--- src/hw/rtl/lc_pkg.sv ---
// Shared types and constants for the linear convolution block.
// No dependencies; imported by lc_ctrl, lc_dp and linear_convolution.
package lc_pkg;

    localparam int CNT_W = 6;   // sample counts and loop indexes (depth up to 32)
    localparam int IDX_W = 6;   // output position, up to 62
    localparam int VAL_W = 37;  // full-precision sum

    typedef enum logic [1:0] {
        CMD_LOAD_DATA   = 2'd0,
        CMD_LOAD_KERNEL = 2'd1,
        CMD_COMPUTE     = 2'd2
    } t_cmd;

    // Commands from the controller to the datapath.
    typedef struct packed {
        logic             wr_data;     // store sample in the data memory
        logic             wr_kern;     // store sample in the kernel memory
        logic [CNT_W-1:0] wr_addr;
        logic             rd_en;       // issue one multiply-accumulate
        logic [CNT_W-1:0] rd_i;        // data address
        logic [CNT_W-1:0] rd_j;        // kernel address
        logic             first;       // first product of a term
        logic             term_end;    // last product of a term
        logic             final_term;  // term is the last of the run
        logic [IDX_W-1:0] idx;         // term position
        logic             emit_err;    // emit the empty-sequence result
    } t_dp_cmd;

endpackage

--- src/hw/rtl/lc_dp.sv ---
// Datapath of the linear convolution block: sample memories, multiplier,
// accumulator and result register. Depends on lc_pkg.
module lc_dp
    import lc_pkg::*;
#(
    parameter int DATA_DEPTH   = 32,
    parameter int KERNEL_DEPTH = 32,
    parameter int SAMPLE_WIDTH = 16
) (
    input  logic                           i_clk,
    input  logic                           i_rst_n,
    input  t_dp_cmd                        i_cmd,
    input  logic signed [SAMPLE_WIDTH-1:0] i_sample,
    output logic                           o_valid,
    output logic signed [VAL_W-1:0]        o_value,
    output logic [IDX_W-1:0]               o_index,
    output logic                           o_last,
    output logic                           o_error
);

    localparam int DA_W = (DATA_DEPTH > 1) ? $clog2(DATA_DEPTH) : 1;
    localparam int KA_W = (KERNEL_DEPTH > 1) ? $clog2(KERNEL_DEPTH) : 1;
    localparam int PW   = 2 * SAMPLE_WIDTH;

    typedef struct packed {
        logic             vld;
        logic             first;
        logic             term_end;
        logic             final_term;
        logic [IDX_W-1:0] idx;
    } t_tag;

    logic signed [SAMPLE_WIDTH-1:0] r_data_mem [DATA_DEPTH];
    logic signed [SAMPLE_WIDTH-1:0] r_kern_mem [KERNEL_DEPTH];

    logic signed [SAMPLE_WIDTH-1:0] r_d_q;
    logic signed [SAMPLE_WIDTH-1:0] r_k_q;
    logic signed [PW-1:0]           r_prod;
    logic signed [VAL_W-1:0]        r_acc;
    logic signed [VAL_W-1:0]        n_acc;
    t_tag                           r_s1;
    t_tag                           r_s2;

    logic                           r_valid;
    logic signed [VAL_W-1:0]        r_value;
    logic [IDX_W-1:0]               r_index;
    logic                           r_last;
    logic                           r_error;

    // Memory write and registered read.
    always_ff @(posedge i_clk) begin
        if (i_cmd.wr_data) begin
            r_data_mem[i_cmd.wr_addr[DA_W-1:0]] <= i_sample;
        end
        if (i_cmd.wr_kern) begin
            r_kern_mem[i_cmd.wr_addr[KA_W-1:0]] <= i_sample;
        end
        if (i_cmd.rd_en) begin
            r_d_q <= r_data_mem[i_cmd.rd_i[DA_W-1:0]];
            r_k_q <= r_kern_mem[i_cmd.rd_j[KA_W-1:0]];
        end
    end

    // Product and accumulator payload.
    always_ff @(posedge i_clk) begin
        r_prod <= r_d_q * r_k_q;
        if (r_s2.vld) begin
            r_acc <= n_acc;
        end
    end

    always_comb begin
        n_acc = (r_s2.first ? '0 : r_acc) + VAL_W'(r_prod);
    end

    // Tags travel beside the data.
    always_ff @(posedge i_clk) begin
        if (!i_rst_n) begin
            r_s1 <= '0;
            r_s2 <= '0;
        end else begin
            r_s1.vld        <= i_cmd.rd_en;
            r_s1.first      <= i_cmd.first;
            r_s1.term_end   <= i_cmd.term_end;
            r_s1.final_term <= i_cmd.final_term;
            r_s1.idx        <= i_cmd.idx;
            r_s2            <= r_s1;
        end
    end

    // Result register: strobe for one cycle.
    always_ff @(posedge i_clk) begin
        if (!i_rst_n) begin
            r_valid <= 1'b0;
        end else begin
            r_valid <= i_cmd.emit_err || (r_s2.vld && r_s2.term_end);
        end
    end

    always_ff @(posedge i_clk) begin
        if (i_cmd.emit_err) begin
            r_value <= '0;
            r_index <= '0;
            r_last  <= 1'b1;
            r_error <= 1'b1;
        end else if (r_s2.vld && r_s2.term_end) begin
            r_value <= n_acc;
            r_index <= r_s2.idx;
            r_last  <= r_s2.final_term;
            r_error <= 1'b0;
        end
    end

    assign o_valid = r_valid;
    assign o_value = r_value;
    assign o_index = r_index;
    assign o_last  = r_last;
    assign o_error = r_error;

endmodule

--- src/hw/rtl/lc_ctrl.sv ---
// Controller of the linear convolution block: sample counts, request
// decode and the multiply-accumulate sequencer. Depends on lc_pkg.
module lc_ctrl
    import lc_pkg::*;
#(
    parameter int DATA_DEPTH   = 32,
    parameter int KERNEL_DEPTH = 32
) (
    input  logic        i_clk,
    input  logic        i_rst_n,
    input  logic        i_start,
    input  logic [1:0]  i_command,
    output logic        o_busy,
    output t_dp_cmd     o_dp
);

    // Drain wait while the last result passes the read, product and result registers.
    localparam logic [1:0] DRAIN_LAST = 2'd2;

    typedef enum logic [2:0] {
        ST_IDLE  = 3'b001,
        ST_RUN   = 3'b010,
        ST_DRAIN = 3'b100
    } t_state;

    t_state           r_state, n_state;
    logic [CNT_W-1:0] r_dcnt, n_dcnt;
    logic [CNT_W-1:0] r_kcnt, n_kcnt;
    logic [CNT_W-1:0] r_nd, n_nd;
    logic [CNT_W-1:0] r_nk, n_nk;
    logic [CNT_W-1:0] r_k, n_k;
    logic [CNT_W-1:0] r_i, n_i;
    logic             r_first, n_first;
    logic [1:0]       r_drain, n_drain;

    logic             accept;
    logic [CNT_W-1:0] imax;
    logic [CNT_W-1:0] k_inc;
    logic [CNT_W-1:0] next_imin;
    logic             term_end;
    logic             final_term;

    assign accept = i_start && (r_state == ST_IDLE);
    assign o_busy = (r_state != ST_IDLE);

    always_comb begin
        imax       = (r_k < r_nd) ? r_k : (r_nd - 1'b1);
        k_inc      = r_k + 1'b1;
        next_imin  = (k_inc >= r_nk) ? (k_inc + 1'b1 - r_nk) : '0;
        term_end   = (r_i == imax);
        final_term = term_end && (r_k == (r_nd + r_nk - 2'd2));
    end

    always_comb begin
        n_state = r_state;
        n_dcnt  = r_dcnt;
        n_kcnt  = r_kcnt;
        n_nd    = r_nd;
        n_nk    = r_nk;
        n_k     = r_k;
        n_i     = r_i;
        n_first = r_first;
        n_drain = r_drain;
        o_dp    = '0;
        o_dp.wr_addr = (i_command == CMD_LOAD_KERNEL) ? r_kcnt : r_dcnt;

        case (r_state)
            ST_IDLE: begin
                if (accept) begin
                    case (i_command)
                        CMD_LOAD_DATA: begin
                            if (r_dcnt < CNT_W'(DATA_DEPTH)) begin
                                o_dp.wr_data = 1'b1;
                                n_dcnt       = r_dcnt + 1'b1;
                            end
                        end
                        CMD_LOAD_KERNEL: begin
                            if (r_kcnt < CNT_W'(KERNEL_DEPTH)) begin
                                o_dp.wr_kern = 1'b1;
                                n_kcnt       = r_kcnt + 1'b1;
                            end
                        end
                        CMD_COMPUTE: begin
                            n_dcnt = '0;
                            n_kcnt = '0;
                            if (r_dcnt == '0 || r_kcnt == '0) begin
                                o_dp.emit_err = 1'b1;
                            end else begin
                                n_nd    = r_dcnt;
                                n_nk    = r_kcnt;
                                n_k     = '0;
                                n_i     = '0;
                                n_first = 1'b1;
                                n_state = ST_RUN;
                            end
                        end
                        default: ;
                    endcase
                end
            end
            ST_RUN: begin
                o_dp.rd_en      = 1'b1;
                o_dp.rd_i       = r_i;
                o_dp.rd_j       = r_k - r_i;
                o_dp.first      = r_first;
                o_dp.term_end   = term_end;
                o_dp.final_term = final_term;
                o_dp.idx        = IDX_W'(r_k);
                if (final_term) begin
                    n_drain = DRAIN_LAST;
                    n_state = ST_DRAIN;
                end else if (term_end) begin
                    n_k     = k_inc;
                    n_i     = next_imin;
                    n_first = 1'b1;
                end else begin
                    n_i     = r_i + 1'b1;
                    n_first = 1'b0;
                end
            end
            ST_DRAIN: begin
                n_drain = r_drain - 1'b1;
                if (r_drain == '0) begin
                    n_state = ST_IDLE;
                end
            end
            default: n_state = ST_IDLE;
        endcase
    end

    always_ff @(posedge i_clk) begin
        if (!i_rst_n) begin
            r_state <= ST_IDLE;
            r_dcnt  <= '0;
            r_kcnt  <= '0;
            r_drain <= '0;
        end else begin
            r_state <= n_state;
            r_dcnt  <= n_dcnt;
            r_kcnt  <= n_kcnt;
            r_drain <= n_drain;
        end
    end

    always_ff @(posedge i_clk) begin
        r_nd    <= n_nd;
        r_nk    <= n_nk;
        r_k     <= n_k;
        r_i     <= n_i;
        r_first <= n_first;
    end

    a_run_in_range: assert property (@(posedge i_clk) disable iff (!i_rst_n)
        (r_state == ST_RUN) |-> (r_i <= imax && (r_k - r_i) < r_nk))
        else $error("issue outside the valid index window");

    a_counts_bounded: assert property (@(posedge i_clk) disable iff (!i_rst_n)
        (r_dcnt <= CNT_W'(DATA_DEPTH)) && (r_kcnt <= CNT_W'(KERNEL_DEPTH)))
        else $error("sample count beyond store depth");

    a_compute_clears: assert property (@(posedge i_clk) disable iff (!i_rst_n)
        (accept && i_command == CMD_COMPUTE) |=> (r_dcnt == '0 && r_kcnt == '0))
        else $error("compute did not clear the counts");

    a_err_idle_only: assert property (@(posedge i_clk) disable iff (!i_rst_n)
        o_dp.emit_err |-> (r_state == ST_IDLE && !o_dp.rd_en))
        else $error("error result requested while computing");

    a_run_ends_drain: assert property (@(posedge i_clk) disable iff (!i_rst_n)
        (r_state == ST_RUN && final_term) |=> (r_state == ST_DRAIN))
        else $error("run did not move to drain after final term");

endmodule

--- src/hw/rtl/linear_convolution.sv ---
// Top level of the linear convolution block.
// Depends on lc_pkg, lc_ctrl and lc_dp.
//
// Usage: a request is taken at a rising edge with i_start high and o_busy
// low. Command 0 stores i_sample as the next data sample, command 1 as the
// next kernel sample; a sample past the store depth is dropped. Loads never
// raise o_busy. Command 2 clears both counts when taken and emits the full
// linear convolution, nd+nk-1 sums of signed products at full precision,
// one per o_valid strobe, the final one with o_last set. Each sum reads
// one overlapping sample pair per cycle, set by the single
// multiply-accumulate unit fed from one read port per sample memory; a run
// reads every overlapping pair (up to 1024 pairs) in turn. o_busy holds
// for the whole run. A compute with either store empty returns, in the
// next cycle, one result with value 0, index 0, o_last and o_error set.
// Results last exactly one cycle each; the receiver cannot stall them.
// Reset clears the counts and the sequencer; memory contents are kept
// and never read before they are written again.
module linear_convolution
    import lc_pkg::*;
#(
    parameter int DATA_DEPTH   = 32,
    parameter int KERNEL_DEPTH = 32,
    parameter int SAMPLE_WIDTH = 16
) (
    input  logic                           i_clk,
    input  logic                           i_rst_n,
    input  logic                           i_start,
    output logic                           o_busy,
    input  logic [1:0]                     i_command,
    input  logic signed [SAMPLE_WIDTH-1:0] i_sample,
    output logic                           o_valid,
    output logic signed [VAL_W-1:0]        o_value,
    output logic [IDX_W-1:0]               o_index,
    output logic                           o_last,
    output logic                           o_error
);

    t_dp_cmd dp_cmd;

    // Decode requests, keep the counts and walk the sample pairs.
    lc_ctrl #(
        .DATA_DEPTH   (DATA_DEPTH),
        .KERNEL_DEPTH (KERNEL_DEPTH)
    ) u_ctrl (
        .i_clk     (i_clk),
        .i_rst_n   (i_rst_n),
        .i_start   (i_start),
        .i_command (i_command),
        .o_busy    (o_busy),
        .o_dp      (dp_cmd)
    );

    // Store samples, multiply, accumulate and drive the result strobe.
    lc_dp #(
        .DATA_DEPTH   (DATA_DEPTH),
        .KERNEL_DEPTH (KERNEL_DEPTH),
        .SAMPLE_WIDTH (SAMPLE_WIDTH)
    ) u_dp (
        .i_clk    (i_clk),
        .i_rst_n  (i_rst_n),
        .i_cmd    (dp_cmd),
        .i_sample (i_sample),
        .o_valid  (o_valid),
        .o_value  (o_value),
        .o_index  (o_index),
        .o_last   (o_last),
        .o_error  (o_error)
    );

endmodule
--- config.mk ---
export PLATFORM = sky130hd
export DESIGN_NAME = linear_convolution
export DESIGN_NICKNAME = d
export VERILOG_FILES = /design/src/hw/rtl/lc_pkg.sv /design/src/hw/rtl/lc_dp.sv /design/src/hw/rtl/lc_ctrl.sv /design/src/hw/rtl/linear_convolution.sv
export SDC_FILE = /design/constraint.sdc
export NUM_CORES = 2
export LEC_CHECK = 0
export BUFFER_PORTS_ARGS = -buffer_cell sky130_fd_sc_hd__buf_2
export CAP_MARGIN = 10
export CORE_ASPECT_RATIO = 1.4
export CORE_UTILIZATION = 64
export DETAILED_ROUTE_END_ITERATION = 10
export PLACE_DENSITY = 0.92
export SLEW_MARGIN = 20
export SYNTH_ARGS = -nofsm -noshare
export SYNTH_HDL_FRONTEND = slang
export SYNTH_SLANG_ARGS = --single-unit
--- constraint.sdc ---
create_clock -name i_clk -period 8.15 [get_ports i_clk]
set_input_delay 0.815 -clock i_clk [delete_from_list [all_inputs] [get_ports i_clk]]
set_output_delay 0.815 -clock i_clk [all_outputs]
set_load 0.005 [all_outputs]
==> flow_metrics.env <==
export IMPL_final_cells=5990
export IMPL_period_needed_ns=6.853
export IMPL_die_area_mm2=0.09576
export IMPL_avgSynthCellArea_um2=12.96
export IMPL_yosys_warnings=0
export IMPL_drv_cap=0
export IMPL_synth_cell_types=68
export IMPL_worstSetupPathType="flip-flop to flip-flop"
export IMPL_setup_violations_final=0
export IMPL_post_cts_buffers=0
export IMPL_clkSinkCount=1233
export IMPL_rsz0062_at_grt="no"
export IMPL_met1_usage_pct=38.57
export IMPL_clkPwrFrac_pct=38.3
export IMPL_hold_path_class="flip-flop to flip-flop"
export IMPL_hold_ws_ns=0.4328
export IMPL_status="complete, no violations"
export IMPL_pwr_share_seq_pct=52.0
export IMPL_initial_core_util_pct=64.45
export IMPL_drt_iter0_drc=5979
export IMPL_final_core_util_pct=70.05
export IMPL_ant_nets=0
export IMPL_first_pass_iters=9
export IMPL_grt_max_degree=134
export IMPL_ir_drop_mv=0.1609
export IMPL_fill_cells=5503
export IMPL_num_rows=133
export IMPL_clk_pin_slew_worst_paths_ns=0.08
export IMPL_placed_area_mm2=0.06226
export IMPL_grt_use_total_pct=33.23
export IMPL_min_period_over_period_pct=84.09
export IMPL_finalClockSkew_ns=0.04335
export IMPL_die_w_um=261.8
export IMPL_setup_tns_ns=0
export IMPL_switching_power_mw=3.255
export IMPL_routabilityCongestion=0.9802
export IMPL_cp_start_kind="flip-flop"
export IMPL_synth_cell_area_mm2=0.06049
export IMPL_path_max_fanout=16
export IMPL_htreeDepth=3
export IMPL_pin_count=68
export IMPL_first_global_vias=41260
export IMPL_cell_internal_pwr_mw=10.23
export IMPL_leakagePower_nw=24.35
export IMPL_hpwl_mm=91.98
export IMPL_required_ns=8.78
export IMPL_drive_gt1_share_pct=10.39
export IMPL_post_cts_resize_count=0
export IMPL_area_growth_pct=8.690
export IMPL_via_count=40350
export IMPL_worst_slew_pin_slew_ns=1.221
export IMPL_dpl_cell_count=5796
export IMPL_core_area_mm2=0.09386
export IMPL_switching_share_pct=24.13
export IMPL_synth_seq_area_share_pct=59.31
export IMPL_finalHoldViolCount=0
export IMPL_async_flop_share_pct=0
export IMPL_antenna_found_initial=5
export IMPL_grt_overflow_total=0
export IMPL_met3_usage_pct=7.513
export IMPL_grt_pass1_wl_mm=238.9
export IMPL_cts_hold_buffers=0
export IMPL_viasPerCell=6.736
export IMPL_wl_per_cell_um=26.37
export IMPL_portBuffers=67
export IMPL_cp_data_arrival_time_ns=7.48
export IMPL_clk_latency_ns=0.74
export IMPL_cts_inserted_buffers=104
export IMPL_cts_root_buffer="clkbuf_16"
export IMPL_max_freq_ghz=0.1459
export IMPL_die_h_um=365.8
export IMPL_postSynthCellCount=4669
export IMPL_fin_nets=5132
export IMPL_clock_path_buffers=3
export IMPL_drc_errors=0
export IMPL_slew_headroom_pct=18.00
export IMPL_busiest_layer="met2"
export IMPL_cts_tree="done"
export IMPL_grt_use_met2_pct=55.21
export IMPL_wirelength_mm=157.9
export IMPL_p_comb_share_pct=9.7
export IMPL_synth_edf_count=1118
export IMPL_synth_seq_cells=1233
export IMPL_drv_slew=0
export IMPL_final_cell_area_mm2=0.06574
export IMPL_ys_flop_type="edfxtp_1"
export IMPL_endpoint_kind="flip-flop"
export IMPL_power_density_mw_per_mm2=205.2
export IMPL_syn_nets=5114
-- registers in the layout (all words and copies together) (netlist names) --
| signal | flops |
|---|---|
| u_ctrl.r_dcnt | 6 |
| u_ctrl.r_drain | 2 |
| u_ctrl.r_first | 1 |
| u_ctrl.r_i | 6 |
| u_ctrl.r_k | 6 |
| u_ctrl.r_kcnt | 6 |
| u_ctrl.r_nd | 6 |
| u_ctrl.r_nk | 6 |
| u_ctrl.r_state | 3 |
| u_dp.o_error | 1 |
| u_dp.o_index | 6 |
| u_dp.o_last | 1 |
| u_dp.o_valid | 1 |
| u_dp.o_value | 37 |
| u_dp.r_acc | 37 |
| u_dp.r_d_q | 16 |
| u_dp.r_data_mem | 512 |
| u_dp.r_k_q | 16 |
| u_dp.r_kern_mem | 512 |
| u_dp.r_prod | 32 |
| u_dp.r_s1 | 10 |
| u_dp.r_s2 | 10 |
-- logic make-up after synthesis --
kind of cell	after synthesis	share of synthesized area, %
xor+xnor	113	1.636
simple gates	1230	9.341
fa+ha+maj	424	12.10
buf+inv	599	3.746
mux	202	4.801
compound gates	868	9.070
flops	1233	59.31
-- through the flow --
step	total power [mW]	setup WS, ns
after floorplan	8.002	2.122
after global placement	8.326	1.677
after detailed placement	8.384	1.462
after CTS	13.43	1.366
after global routing	13.79	0.9620
final	13.49	1.297
-- worst max-delay path: stages (launching register included) --
cell and delay, ns:
edfxtp_1 0.75, nand2_1 0.16, fa_1 0.51, fa_1 0.56, inv_1 0.06, fa_1 0.48, fa_1 0.50, fa_1 0.49
inv_1 0.05, fa_1 0.49, inv_1 0.05, ha_1 0.37, and3_1 0.23, and3_1 0.19, a211oi_1 0.22, o21ai_1 0.21
a221o_1 0.45, a31oi_1 0.35, o21ai_1 0.15, a31oi_1 0.32, xnor2_1 0.18
-- final cells by class --
type	count	area [um2]	area share, %
Sequential cell	1233	35880	54.57
Multi-Input combinational cell	2837	22450	34.15
Clock buffer	118	2708	4.118
Tap cell	1215	1520	2.312
Inverter	344	1291	1.964
Timing Repair Buffer	167	1126	1.713
Clock inverter	75	767.0	1.167
Antenna cell	1	2.502	0.003806
-- Yosys cell counts, types with 65 or more instances --
cell type	instances	area share, %
nor2_1	161	1.0
a211oi_1	139	1.7
o21ai_0	251	2.1
dfxtp_1	115	3.8
fa_1	268	8.9
ha_1	156	3.2
clkbuf_1	224	1.4
xnor2_1	78	1.1
and2_1	154	1.6
mux2i_1	73	1.2
edfxtp_1	1118	56
nor2b_1	135	1.4
a21oi_1	171	1.4
inv_1	342	2.1
nand2_1	643	4.0
mux2_2	65	1.2
-- path summary, 6_finish.rpt --
check,cells past startpoint,end,from,slack (ns)
setup reg to reg,20,u_dp.r_prod[30],u_dp.r_d_q[10],1.30
hold / removal,1,u_dp.r_s2[7],u_dp.r_s1[7],0.43
hold reg to reg,1,u_dp.r_s2[7],u_dp.r_s1[7],0.43
setup / recovery,20,u_dp.r_prod[30],u_dp.r_d_q[10],1.30
-- power groups by stage --
stage | clock, mW | combinational, mW | sequential, mW
after detailed placement | 0 | 1.24 | 7.15
after CTS | 5.15 | 1.27 | 7.01
after global placement | 0 | 1.18 | 7.14
after global routing | 5.38 | 1.40 | 7.01
final | 5.17 | 1.31 | 7.01
after floorplan | 0 | 0.869 | 7.13
-- per-layer routing --
layer,wire length (um),up-vias
met5,26,-
met4,11450,4
met3,18090,813
met2,78230,3386
met1,50150,19460
li1,-,16690
-- cells in the final DEF, fill, tap and decap left out, types with 9 or more instances in the layout --
master,instances
a211oi_1,139
a21o_1,41
a21oi_1,171
a311oi_1,49
a31oi_1,62
and2_1,154
and3_1,26
buf_2,66
buf_4,98
bufinv_16,13
clkbuf_1,11
clkbuf_16,106
clkinv_1,27
clkinv_2,23
dfxtp_1,114
edfxtp_1,1118
fa_1,267
ha_1,155
inv_1,342
mux2_2,65
mux2i_1,73
mux4_2,64
nand2_1,635
nand2b_1,16
nand3_1,38
nand4_1,14
nor2_1,148
nor2_2,11
nor2b_1,135
nor3_1,15
o211ai_1,53
o21a_1,12
o21ai_0,251
o21bai_1,9
o22ai_1,32
o31ai_1,9
xnor2_1,78
xor2_1,35
No activity file was read; power rests on OpenSTA's default activity.
